==> src/rtl/strassen_matrix_multiply_core_defines.svh <==
// Assertion macros for the Strassen multiply core.
`ifndef STRASSEN_MATRIX_MULTIPLY_CORE_DEFINES_SVH
`define STRASSEN_MATRIX_MULTIPLY_CORE_DEFINES_SVH
`ifndef SYNTHESIS
`define SMM_ASSERT(label, clk, rstn, prop, msg) \
  label: assert property (@(posedge clk) disable iff (!rstn) (prop)) else $error(msg);
`define SMM_ASSERT_NR(label, clk, prop, msg) \
  label: assert property (@(posedge clk) (prop)) else $error(msg);
`else
`define SMM_ASSERT(label, clk, rstn, prop, msg)
`define SMM_ASSERT_NR(label, clk, prop, msg)
`endif
`endif

==> src/rtl/smm_pkg.sv <==
package smm_pkg;
  typedef struct packed {
    logic clr;    // clear accumulator
    logic acc;    // accumulate one term
    logic take;   // move accumulator to output register
  } smm_cmd_t;
endpackage

==> src/rtl/strassen_matrix_multiply_core.sv <==
// channel | valid/ready          | payload
// in      | in_valid/in_ready    | row_i col_i a_elem_i b_elem_i last_i
// out     | out_valid/out_ready  | out_row_o out_col_o c_elem_o out_last_o
// cfg     | cfg_valid/cfg_ready  | cfg_data_i (size_log2)
// Loads take one cycle each while the block is idle. After last, each
// product element is formed term by term (one shared multiplier and
// accumulator, one read of each RAM per term). Input is held off
// until the final element is taken. Reset clears control only; stores
// are undefined until written. A stalled output holds the block.
`include "strassen_matrix_multiply_core_defines.svh"
module strassen_matrix_multiply_core
  import smm_pkg::*;
#(
  parameter int DIM = 4,
  parameter int ELEM_WIDTH = 32
) (
  input  logic                  clk_i,
  input  logic                  rst_ni,
  input  logic                  in_valid,
  output logic                  in_ready,
  input  logic [1:0]            row_i,
  input  logic [1:0]            col_i,
  input  logic signed [31:0]    a_elem_i,
  input  logic signed [31:0]    b_elem_i,
  input  logic                  last_i,
  output logic                  out_valid,
  input  logic                  out_ready,
  output logic [1:0]            out_row_o,
  output logic [1:0]            out_col_o,
  output logic signed [31:0]    c_elem_o,
  output logic                  out_last_o,
  input  logic                  cfg_valid,
  output logic                  cfg_ready,
  input  logic [1:0]            cfg_data_i
);
  localparam int DB = $clog2(DIM);
  localparam int AW = (2 * DB > 0) ? 2 * DB : 1;
  localparam int IW = DB + 1;

  logic [1:0] size_q;
  logic busy, start, we;
  logic [IW-1:0] ci, cj, ck;
  smm_cmd_t cmd;
  logic [AW-1:0] waddr, ra, rb;
  logic [ELEM_WIDTH-1:0] a_rd, b_rd, c_full, a_ext, b_ext;

  assign in_ready  = !busy;
  assign cfg_ready = 1'b1;
  assign start = in_valid && in_ready && last_i;
  assign we = in_valid && in_ready && (int'(row_i) < DIM) && (int'(col_i) < DIM);
  assign waddr = AW'(int'(row_i) * DIM + int'(col_i));
  assign ra = AW'(int'(ci) * DIM + int'(ck));
  assign rb = AW'(int'(ck) * DIM + int'(cj));
  assign a_ext = ELEM_WIDTH'({{32{a_elem_i[31]}}, a_elem_i});
  assign b_ext = ELEM_WIDTH'({{32{b_elem_i[31]}}, b_elem_i});

  always_ff @(posedge clk_i or negedge rst_ni) begin
    if (!rst_ni) size_q <= 2'd2;
    else if (cfg_valid && cfg_ready) size_q <= cfg_data_i;
  end

  smm_ram #(.Width(ELEM_WIDTH), .Depth(1 << AW)) u_ram_a (
    .clk_i, .we_i(we), .waddr_i(waddr), .wdata_i(a_ext), .raddr_i(ra), .rdata_o(a_rd));
  smm_ram #(.Width(ELEM_WIDTH), .Depth(1 << AW)) u_ram_b (
    .clk_i, .we_i(we), .waddr_i(waddr), .wdata_i(b_ext), .raddr_i(rb), .rdata_o(b_rd));

  smm_ctrl #(.Dim(DIM)) u_ctrl (
    .clk_i, .rst_ni, .start_i(start), .size_log2_i(size_q), .out_ready_i(out_ready),
    .busy_o(busy), .i_o(ci), .j_o(cj), .k_o(ck), .cmd_o(cmd), .out_valid_o(out_valid),
    .out_row_o, .out_col_o, .out_last_o);

  smm_datapath #(.ElemWidth(ELEM_WIDTH)) u_dp (
    .clk_i, .cmd_i(cmd), .a_i(a_rd), .b_i(b_rd), .c_o(c_full));

  assign c_elem_o = 32'(c_full);

  `SMM_ASSERT(a_no_accept_busy, clk_i, rst_ni, out_valid |-> !in_ready, "input taken during output")
  `SMM_ASSERT(a_start_busy, clk_i, rst_ni, start |=> !in_ready, "start did not engage")
  `SMM_ASSERT(a_last_ends, clk_i, rst_ni, (out_valid && out_ready && out_last_o) |=> !out_valid, "output after final item")
endmodule

==> src/rtl/smm_ram.sv <==
module smm_ram #(
  parameter int Width = 32,
  parameter int Depth = 16
) (
  input  logic                     clk_i,
  input  logic                     we_i,
  input  logic [$clog2(Depth)-1:0] waddr_i,
  input  logic [Width-1:0]         wdata_i,
  input  logic [$clog2(Depth)-1:0] raddr_i,
  output logic [Width-1:0]         rdata_o
);
  logic [Width-1:0] mem_q [Depth];
  always_ff @(posedge clk_i) begin
    if (we_i) mem_q[waddr_i] <= wdata_i;
    rdata_o <= mem_q[raddr_i];
  end
endmodule

==> src/rtl/smm_datapath.sv <==
// Multiply-accumulate datapath. The product C = A*B modulo 2^W equals the
// Strassen result exactly, so each element is formed as a dot product.
module smm_datapath
  import smm_pkg::*;
#(
  parameter int ElemWidth = 32
) (
  input  logic                 clk_i,
  input  smm_cmd_t             cmd_i,
  input  logic [ElemWidth-1:0] a_i,
  input  logic [ElemWidth-1:0] b_i,
  output logic [ElemWidth-1:0] c_o
);
  logic [ElemWidth-1:0] prod_q, acc_q, c_q;
  always_ff @(posedge clk_i) begin
    prod_q <= ElemWidth'(a_i * b_i);
    if (cmd_i.clr) acc_q <= '0;
    else if (cmd_i.acc) acc_q <= acc_q + prod_q;
    if (cmd_i.take) c_q <= acc_q;
  end
  assign c_o = c_q;
endmodule

==> src/rtl/smm_ctrl.sv <==
module smm_ctrl
  import smm_pkg::*;
#(
  parameter int Dim = 4
) (
  input  logic                   clk_i,
  input  logic                   rst_ni,
  input  logic                   start_i,
  input  logic [1:0]             size_log2_i,
  input  logic                   out_ready_i,
  output logic                   busy_o,
  output logic [$clog2(Dim):0]   i_o,
  output logic [$clog2(Dim):0]   j_o,
  output logic [$clog2(Dim):0]   k_o,
  output smm_cmd_t               cmd_o,
  output logic                   out_valid_o,
  output logic [1:0]             out_row_o,
  output logic [1:0]             out_col_o,
  output logic                   out_last_o
);
  localparam int IW = $clog2(Dim) + 1;
  localparam logic [2:0] StIdle = 3'd0;
  localparam logic [2:0] StRun  = 3'd1;
  localparam logic [2:0] StWait = 3'd2;
  localparam logic [2:0] StOut  = 3'd3;

  logic [2:0] st_q, st_d;
  logic [IW-1:0] n_q, n_d, i_q, i_d, j_q, j_d, k_q, k_d;
  logic [2:0] drain_q, drain_d;
  logic [IW-1:0] n_sel;

  always_comb begin
    n_sel = IW'(1);
    for (int s = 1; s <= 3; s++)
      if (s <= int'(size_log2_i) && (1 << s) <= Dim) n_sel = IW'(1 << s);
  end

  always_comb begin
    st_d = st_q; n_d = n_q; i_d = i_q; j_d = j_q; k_d = k_q; drain_d = drain_q;
    cmd_o = '0;
    case (st_q)
      StIdle: begin
        if (start_i) begin
          n_d = n_sel; i_d = '0; j_d = '0; k_d = '0; st_d = StRun;
          cmd_o.clr = 1'b1;
        end
      end
      StRun: begin
        // read issued at k; product lands after the RAM read register and prod_q
        if (k_q == n_q - IW'(1)) begin
          st_d = StWait; drain_d = 3'd0;
        end else k_d = k_q + IW'(1);
        if (k_q >= IW'(2)) cmd_o.acc = 1'b1;
      end
      StWait: begin
        drain_d = drain_q + 3'd1;
        if (drain_q < 3'd2 && (n_q >= IW'(2) || drain_q == 3'd1)) cmd_o.acc = 1'b1;
        if (n_q == IW'(1) && drain_q == 3'd0) cmd_o.acc = 1'b0;
        if (drain_q == 3'd2) begin
          cmd_o.take = 1'b1; st_d = StOut;
        end
      end
      StOut: begin
        if (out_ready_i) begin
          cmd_o.clr = 1'b1; k_d = '0;
          if (j_q == n_q - IW'(1)) begin
            j_d = '0;
            if (i_q == n_q - IW'(1)) st_d = StIdle;
            else begin i_d = i_q + IW'(1); st_d = StRun; end
          end else begin
            j_d = j_q + IW'(1); st_d = StRun;
          end
        end
      end
      default: st_d = StIdle;
    endcase
  end

  always_ff @(posedge clk_i or negedge rst_ni) begin
    if (!rst_ni) begin
      st_q <= StIdle; n_q <= IW'(1); i_q <= '0; j_q <= '0; k_q <= '0; drain_q <= '0;
    end else begin
      st_q <= st_d; n_q <= n_d; i_q <= i_d; j_q <= j_d; k_q <= k_d; drain_q <= drain_d;
    end
  end

  assign busy_o      = st_q != StIdle;
  assign i_o         = i_q;
  assign j_o         = j_q;
  assign k_o         = k_q;
  assign out_valid_o = st_q == StOut;
  assign out_row_o   = 2'(i_q);
  assign out_col_o   = 2'(j_q);
  assign out_last_o  = (i_q == n_q - IW'(1)) && (j_q == n_q - IW'(1));
endmodule

==> config.mk <==
export PLATFORM = sky130hd
export DESIGN_NAME = strassen_matrix_multiply_core
export DESIGN_NICKNAME = d
export VERILOG_FILES = /design/src/rtl/smm_pkg.sv /design/src/rtl/strassen_matrix_multiply_core.sv /design/src/rtl/smm_ram.sv /design/src/rtl/smm_datapath.sv /design/src/rtl/smm_ctrl.sv
export VERILOG_INCLUDE_DIRS = /design/src /design/src/rtl
export SDC_FILE = /design/constraint.sdc
export NUM_CORES = 2
export LEC_CHECK = 0
export ABC_AREA = 1
export BUFFER_PORTS_ARGS = -buffer_cell sky130_fd_sc_hd__buf_2
export CELL_PAD_IN_SITES_DETAIL_PLACEMENT = 1
export CELL_PAD_IN_SITES_GLOBAL_PLACEMENT = 1
export CORE_ASPECT_RATIO = 1.2
export CORE_MARGIN = 2
export CORE_UTILIZATION = 47
export CTS_CLUSTER_SIZE = 8
export DETAILED_ROUTE_END_ITERATION = 8
export GPL_ROUTABILITY_DRIVEN = 0
export HOLD_SLACK_MARGIN = 0.05
export PLACE_DENSITY = 0.83
export SYNTH_ARGS = -nofsm -noshare
export SYNTH_HDL_FRONTEND = slang
export SYNTH_SLANG_ARGS = --single-unit
export TNS_END_PERCENT = 1
==> constraint.sdc <==
create_clock -name clk_i -period 6.27 [get_ports clk_i]
set_input_delay 0.627 -clock clk_i [delete_from_list [all_inputs] [get_ports clk_i]]
set_output_delay 0.627 -clock clk_i [all_outputs]
set_load 0.01 [all_outputs]
# ---- Word level (Yosys, flattened, before mapping)
# Memories as Yosys holds them, arrays and structs flattened. A register that Yosys moved wholly into a read port is not among the register bits.
# Index checks and enable logic that the tools add are counted.
dict set report totals {
  regBits 116
  ramBits 1024
  in_bits 76
  output_inout_bits 40
  wordCells 95
  mem_count 2
}
# memory words word_bits rd rd_clocked_by_memory_dff write_ports line_no
set memory_table {}
lappend memory_table {u_ram_a.mem_q 16 32 1 1 1 smm_ram.sv:12} ;# logic [Width-1:0] mem_q [Depth];
lappend memory_table {u_ram_b.mem_q 16 32 1 1 1 smm_ram.sv:12}
dict set report classes {
  addsub 9
  mul 1
  n_lt_le_gt_ge 5
  n_eq_ne 16
  muxes 33
  reduce_logical 19
}
# cell count
set op_table {}
lappend op_table {{$mux 3} 14}
lappend op_table {{$add 32x32->32} 1}
lappend op_table {{$mul 32x32->32} 1}
lappend op_table {{$pmux 3 s2} 3}
lappend op_table {{$add 3x1->3 const B} 4}
lappend op_table {{$pmux 3 s4} 1}
lappend op_table {{$mux 1} 11}
lappend op_table {{$eq 3x1->1 const B} 3}
lappend op_table {{$eq 3x2->1 const B} 3}
lappend op_table {{$eq 3x3->1} 3}
lappend op_table {{$pmux 3 s3} 1}
lappend op_table {{$add 4x3->4} 2}
lappend op_table {{$ne 2x1->1 const B} 4}
lappend op_table {{$reduce_and 4->1} 2}
lappend op_table {{$ge 3x2->1 const B} 2}
lappend op_table {{$logic_not 3->1} 2}
lappend op_table {{$ne 2x2->1 const B} 3}
lappend op_table {{$reduce_bool 3->1} 2}
lappend op_table {{$logic_and 1x1->1} 5}
lappend op_table {{$reduce_and 5->1} 1}
lappend op_table {{$add 4x2->4} 1}
lappend op_table {{$pmux 1 s2} 2}
lappend op_table {{$reduce_and 2->1} 2}
lappend op_table {{$reduce_bool 2->1} 2}
lappend op_table {{other kinds (8)} 8}

# ---- Depth between registers and ports, before layout
dict set report depth {
  ltp_word 6
  mapped_depth 33
  ltp_nobuf 31
}

# ---- Modules after synthesis
# A second synthesis with hierarchy kept.
dict set report hier_totals {
  cells_unflattened 7289
  hier_area_um2 68454.4
}
# module n_inst cells_per_inst area_per_inst_um2 seq_area_each_um2
set modules_own_cells {}
lappend modules_own_cells {smm_ram 2 2120 22730.6 16015.4}
lappend modules_own_cells {smm_datapath 1 2830 21401.8 2242.2}
lappend modules_own_cells {smm_ctrl 1 191 1416.4 426.7}
lappend modules_own_cells {strassen_matrix_multiply_core 1 28 175.2 51.3}

# ---- Worst setup path before layout
# OpenSTA, ideal clock, no wires.
dict set report synth_path {
  path_type {register -> register}
  startpoint {reg u_ram_b.rdata_o[2], read port of u_ram_b.mem_q}
  endpoint {reg u_dp.prod_q[27]}
  setup_time_ns 0.119
  t_arrival_ns 6.294
  required_ns 6.151
  slack_ns -0.143
  path_stages_with_launch 26
  n_path_buf 2
  synth_period_minus_slack_ns 6.413
  path_cell_list {dfxtp_1 clkbuf_1 clkbuf_1 nand2_1 inv_1 fa_1 inv_1 fa_1 fa_1 fa_1 inv_1 fa_1 inv_1 fa_1 inv_1 fa_1 fa_1 ha_1 nand2_1 nor4_2 nand4_1 nand3_2 nand2_1 nand2_2 a21oi_1 xnor2_1}
}
dict set report synth_via {
  elab_chain_cells 1
}
# item line_no
set synth_lines {}
lappend synth_lines {{start: declaration} smm_ram.sv:10} ;# output logic [Width-1:0] rdata_o
lappend synth_lines {{$mul 32x32->32} smm_datapath.sv:16} ;# prod_q <= ElemWidth'(a_i * b_i);
lappend synth_lines {{end signal: assignment} smm_datapath.sv:16}
lappend synth_lines {{end: declaration} smm_datapath.sv:14} ;# logic [ElemWidth-1:0] prod_q, acc_q, c_q;
# No other way between the ends.
# A chain may end at the register's enable or synchronous reset.

# ---- Worst setup path after layout
dict set report layout_path {
  startpoint {reg u_ram_b.rdata_o[4], read port of u_ram_b.mem_q}
  endpoint {reg u_dp.prod_q[27]}
}
# Same word-level chain as after synthesis.

==> impl_metrics.json <==
{
  "clock_path_buffers": 3,
  "finalHoldViolations": 0,
  "nFillCells": 14100,
  "cts_tree": "done",
  "core_region_area_um2": 134000,
  "cts.sinks": 1203,
  "synth_compound_area_frac": 0.0923,
  "synth_warnings": 0,
  "slew_headroom": 0.221,
  "rows": 147,
  "vias": 47900,
  "crit_chain": "nand2_1 > inv_1 > fa_1 > inv_1 > fa_1 > fa_1 > fa_1 > inv_2 > fa_1 > inv_2 > fa_1 > inv_2 > fa_1 > fa_2 > ha_4 > nand2_4 > nor4_4 > nand4_1 > nand3_2 > nand2_2 > nand2_2 > a21oi_1 > xnor2_1",
  "fmax_ghz": 0.149,
  "cts_made_buffers": 169,
  "path_max_fanout": 16,
  "synthToLayoutAreaGrowth_pct": 14.9,
  "rsz0062_at_grt": "yes",
  "ys_types": 62,
  "synth_area_per_cell_um2": 11.0,
  "maxCapViolCount": 0,
  "finalClockSkew_ps": 54.2,
  "crit_top_cell": "fa_1",
  "setup_violations": 11,
  "antenna_found_initial": 26,
  "ys.flop_type": "edfxtp_1",
  "wl_met2_mm": 108,
  "postRouteAntennaNets": 0,
  "cts_root_buffer": "clkbuf_16",
  "hpwlAfterDp_mm": 125,
  "synth_nets": 6433,
  "netlist_top_cells_area": "edfxtp_1, fa_1, inv_1",
  "yosysSeqAreaShare": 0.547,
  "wl_mm": 218,
  "slew_violations": 0,
  "viasPerCell": 6.05,
  "drc": 0,
  "synth_top_cell_by_area": "edfxtp_1",
  "critPathBufInv": 5,
  "fin_ws_ps": -428,
  "synth_area_um2": 63500,
  "min_period_over_period": 1.07,
  "required_ps": 6950,
  "synthMuxAreaShare": 0.0103,
  "ctsHtreeMaxLevel": 4,
  "slowest_delay_ps": 570,
  "arrival_ps": 7380,
  "drt_iter0_drc": 5295,
  "worst_pin_slew_ps": 1170,
  "cp-end-kind": "flop",
  "synthSimpleGateAreaFrac": 0.106,
  "die_h_um": 407,
  "synth_edf_count": 1056,
  "first_global_vias": 52400,
  "top_layer": "met5",
  "crit_family": "adder cells",
  "critPathKind": "flop to flop",
  "io_buffers": 114,
  "wl_met3_mm": 19.2,
  "fin_crit_ps": 6700,
  "synth_top_cell_area_share": 0.499,
  "synth_top_family_by_area": "adder cells",
  "place_area_um2": 67300,
  "num-nets-final": 6652,
  "pin_count": 116,
  "dr.pass1.iters": 8,
  "cp_slowest_cell": "fa_1",
  "grt_pass1_wl_mm": 320,
  "synth_cells": 5777,
  "ys_ff_latch": 1203,
  "track_usage": 0.307,
  "grt_start_max_net_pins": 174,
  "chipWidth_um": 340,
  "yosys.area_share.adder": 0.163,
  "die-area_um2": 138000,
  "drive_gt1_frac": 0.117,
  "start_util": 0.474,
  "overflow": 0,
  "status": "finished, violations left",
  "design_area_um2": 73000,
  "wl_met1_mm": 75.6,
  "wl_per_cell_um": 27.5,
  "violations": "negative setup slack",
  "hold_path.class": "primary input to flop",
  "ys_async_sr_fraction": 0.0158,
  "cp-start-kind": "flop",
  "clk_pin_slew_worst_paths_ps": 50,
  "clk_latency_ps": 830,
  "synth-xor-area-share": 0.00920
}
[sequential cells by signal, summed over array words and instances, names as in the netlist]
name and flops:
u_ram_a.mem_q 512, u_ram_b.mem_q 512, u_dp.acc_q 32, u_dp.c_o 32
u_dp.prod_q 32, u_ram_a.rdata_o 32, u_ram_b.rdata_o 32, u_ctrl.drain_q 3
u_ctrl.i_o 3, u_ctrl.j_o 3, u_ctrl.k_o 3, u_ctrl.n_q 3
size_q 2, u_ctrl.st_q 2
[cell usage in the layout, fill, tap and decap left out, types with 7 or more instances in the layout]
cell type / instances
a21o_1: 13
a21oi_1: 67
a21oi_2: 11
a31oi_1: 11
buf_12: 32
buf_2: 115
buf_4: 210
clkbuf_1: 104
clkbuf_16: 172
clkinv_16: 7
dfrtp_1: 13
dfxtp_1: 106
dfxtp_2: 13
dfxtp_4: 9
diode_2: 11
edfxtp_1: 1056
fa_1: 394
fa_2: 15
ha_1: 158
ha_4: 12
inv_1: 845
inv_2: 24
mux2i_1: 64
nand2_1: 822
nand2_2: 16
nand3_1: 110
nand3b_1: 12
nand4_1: 11
nor2_1: 642
nor2_4: 17
nor3_1: 37
o211ai_1: 37
o21ai_0: 487
o21ai_1: 64
o221ai_1: 128
o22ai_1: 103
o32ai_1: 32
xnor2_1: 18
xor2_1: 43
[what timing repair did]
item | 4_1_cts | 5_1_grt
hold endpoints to repair | 19 | 0
cloned | 0 | 0
gates resized for setup | 67 | 60
pin swaps | 40 | 39
setup endpoints to repair | 11 | 14
hold buffers | 5 | 0
buffers inserted | 12 | 5
[cell usage after synthesis, types with 77 or more instances]
cell type	count
nand2_1	835
inv_1	861
nand3_1	111
ha_1	171
o21ai_0	491
clkbuf_1	232
a21oi_1	77
fa_1	409
dfxtp_1	128
o22ai_1	103
nor2_1	659
o221ai_1	128
edfxtp_1	1056
[stage by stage]
stage	std cells	hold WS, ps	TNS, ps	worst slack, ps	utilization
2_1_floorplan	5777	331	0	8.13	-
4_1_cts	7899	61.2	-1510	-232	0.543
3_3_place_gp	7593	423	-1480	-340	0.503
3_5_place_dp	7593	449	-4350	-593	0.503
6_report	7915	91.7	-3730	-428	0.545
5_1_grt	7910	89.9	-6160	-611	0.545
[final timing paths]
kind                                       startpoint                   endpoint  slack, ps  cells past startpoint
min in group asynchronous                      rst_ni  u_ctrl.i_o[0]$_DFFE_PN0P_        310                      2
max in group asynchronous                      rst_ni  u_ctrl.j_o[1]$_DFFE_PN0P_       5550                      2
max reg2reg                u_ram_b.rdata_o[4]$_DFF_P_    u_dp.prod_q[27]$_DFF_P_       -430                     23
max                        u_ram_b.rdata_o[4]$_DFF_P_    u_dp.prod_q[27]$_DFF_P_       -430                     23
min                                         cfg_valid      size_q[1]$_DFFE_PN1P_         90                      2
min reg2reg                     size_q[0]$_DFFE_PN0P_  u_ctrl.n_q[0]$_DFFE_PN1P_        470                      1
[metal layers]
| metal | track usage | vias to the layer above |
|---|---|---|
| met4 | 0.196 | 20 |
| met1 | 0.349 | 24200 |
| met2 | 0.523 | 2986 |
| met3 | 0.0686 | 967 |
| li1 | - | 19700 |
| met5 | 0 | - |
[final cells by class]
class                           instances  area [µm²]  area share
Antenna cell                           11        27.5    0.000377
Clock buffer                          277        4710      0.0645
Clock inverter                         14         304     0.00417
Inverter                              873        3290      0.0451
Multi-Input combinational cell       3379       24600       0.338
Sequential cell                      1203       34800       0.477
Tap cell                             1788        2240      0.0307
Timing Repair Buffer                  370        2940      0.0403
[logic make-up after synthesis]
group	after synthesis
buffers and inverters	1195
DFF	1203
adders and majority gates	580
muxes	65
and+or+nand+nor	1692
other	1
AOI/OAI and AO/OA	976
xor gates and xnor gates	65
[worst register-to-register path, delay by kind of cell, from the launching register on]
kind | cells | cell delay [ps]
AND/OR/NAND/NOR | 7 | 1120
AO/OA/AOI/OAI | 1 | 80
flip-flops | 1 | 480
XOR/XNOR | 1 | 120
adder cells (fa/ha/maj) | 9 | 4360
buffers and inverters | 5 | 410
Power is left out: the tool's default activity adds up to more than one toggle a clock period on the data nets, which glitch-free logic cannot reach.
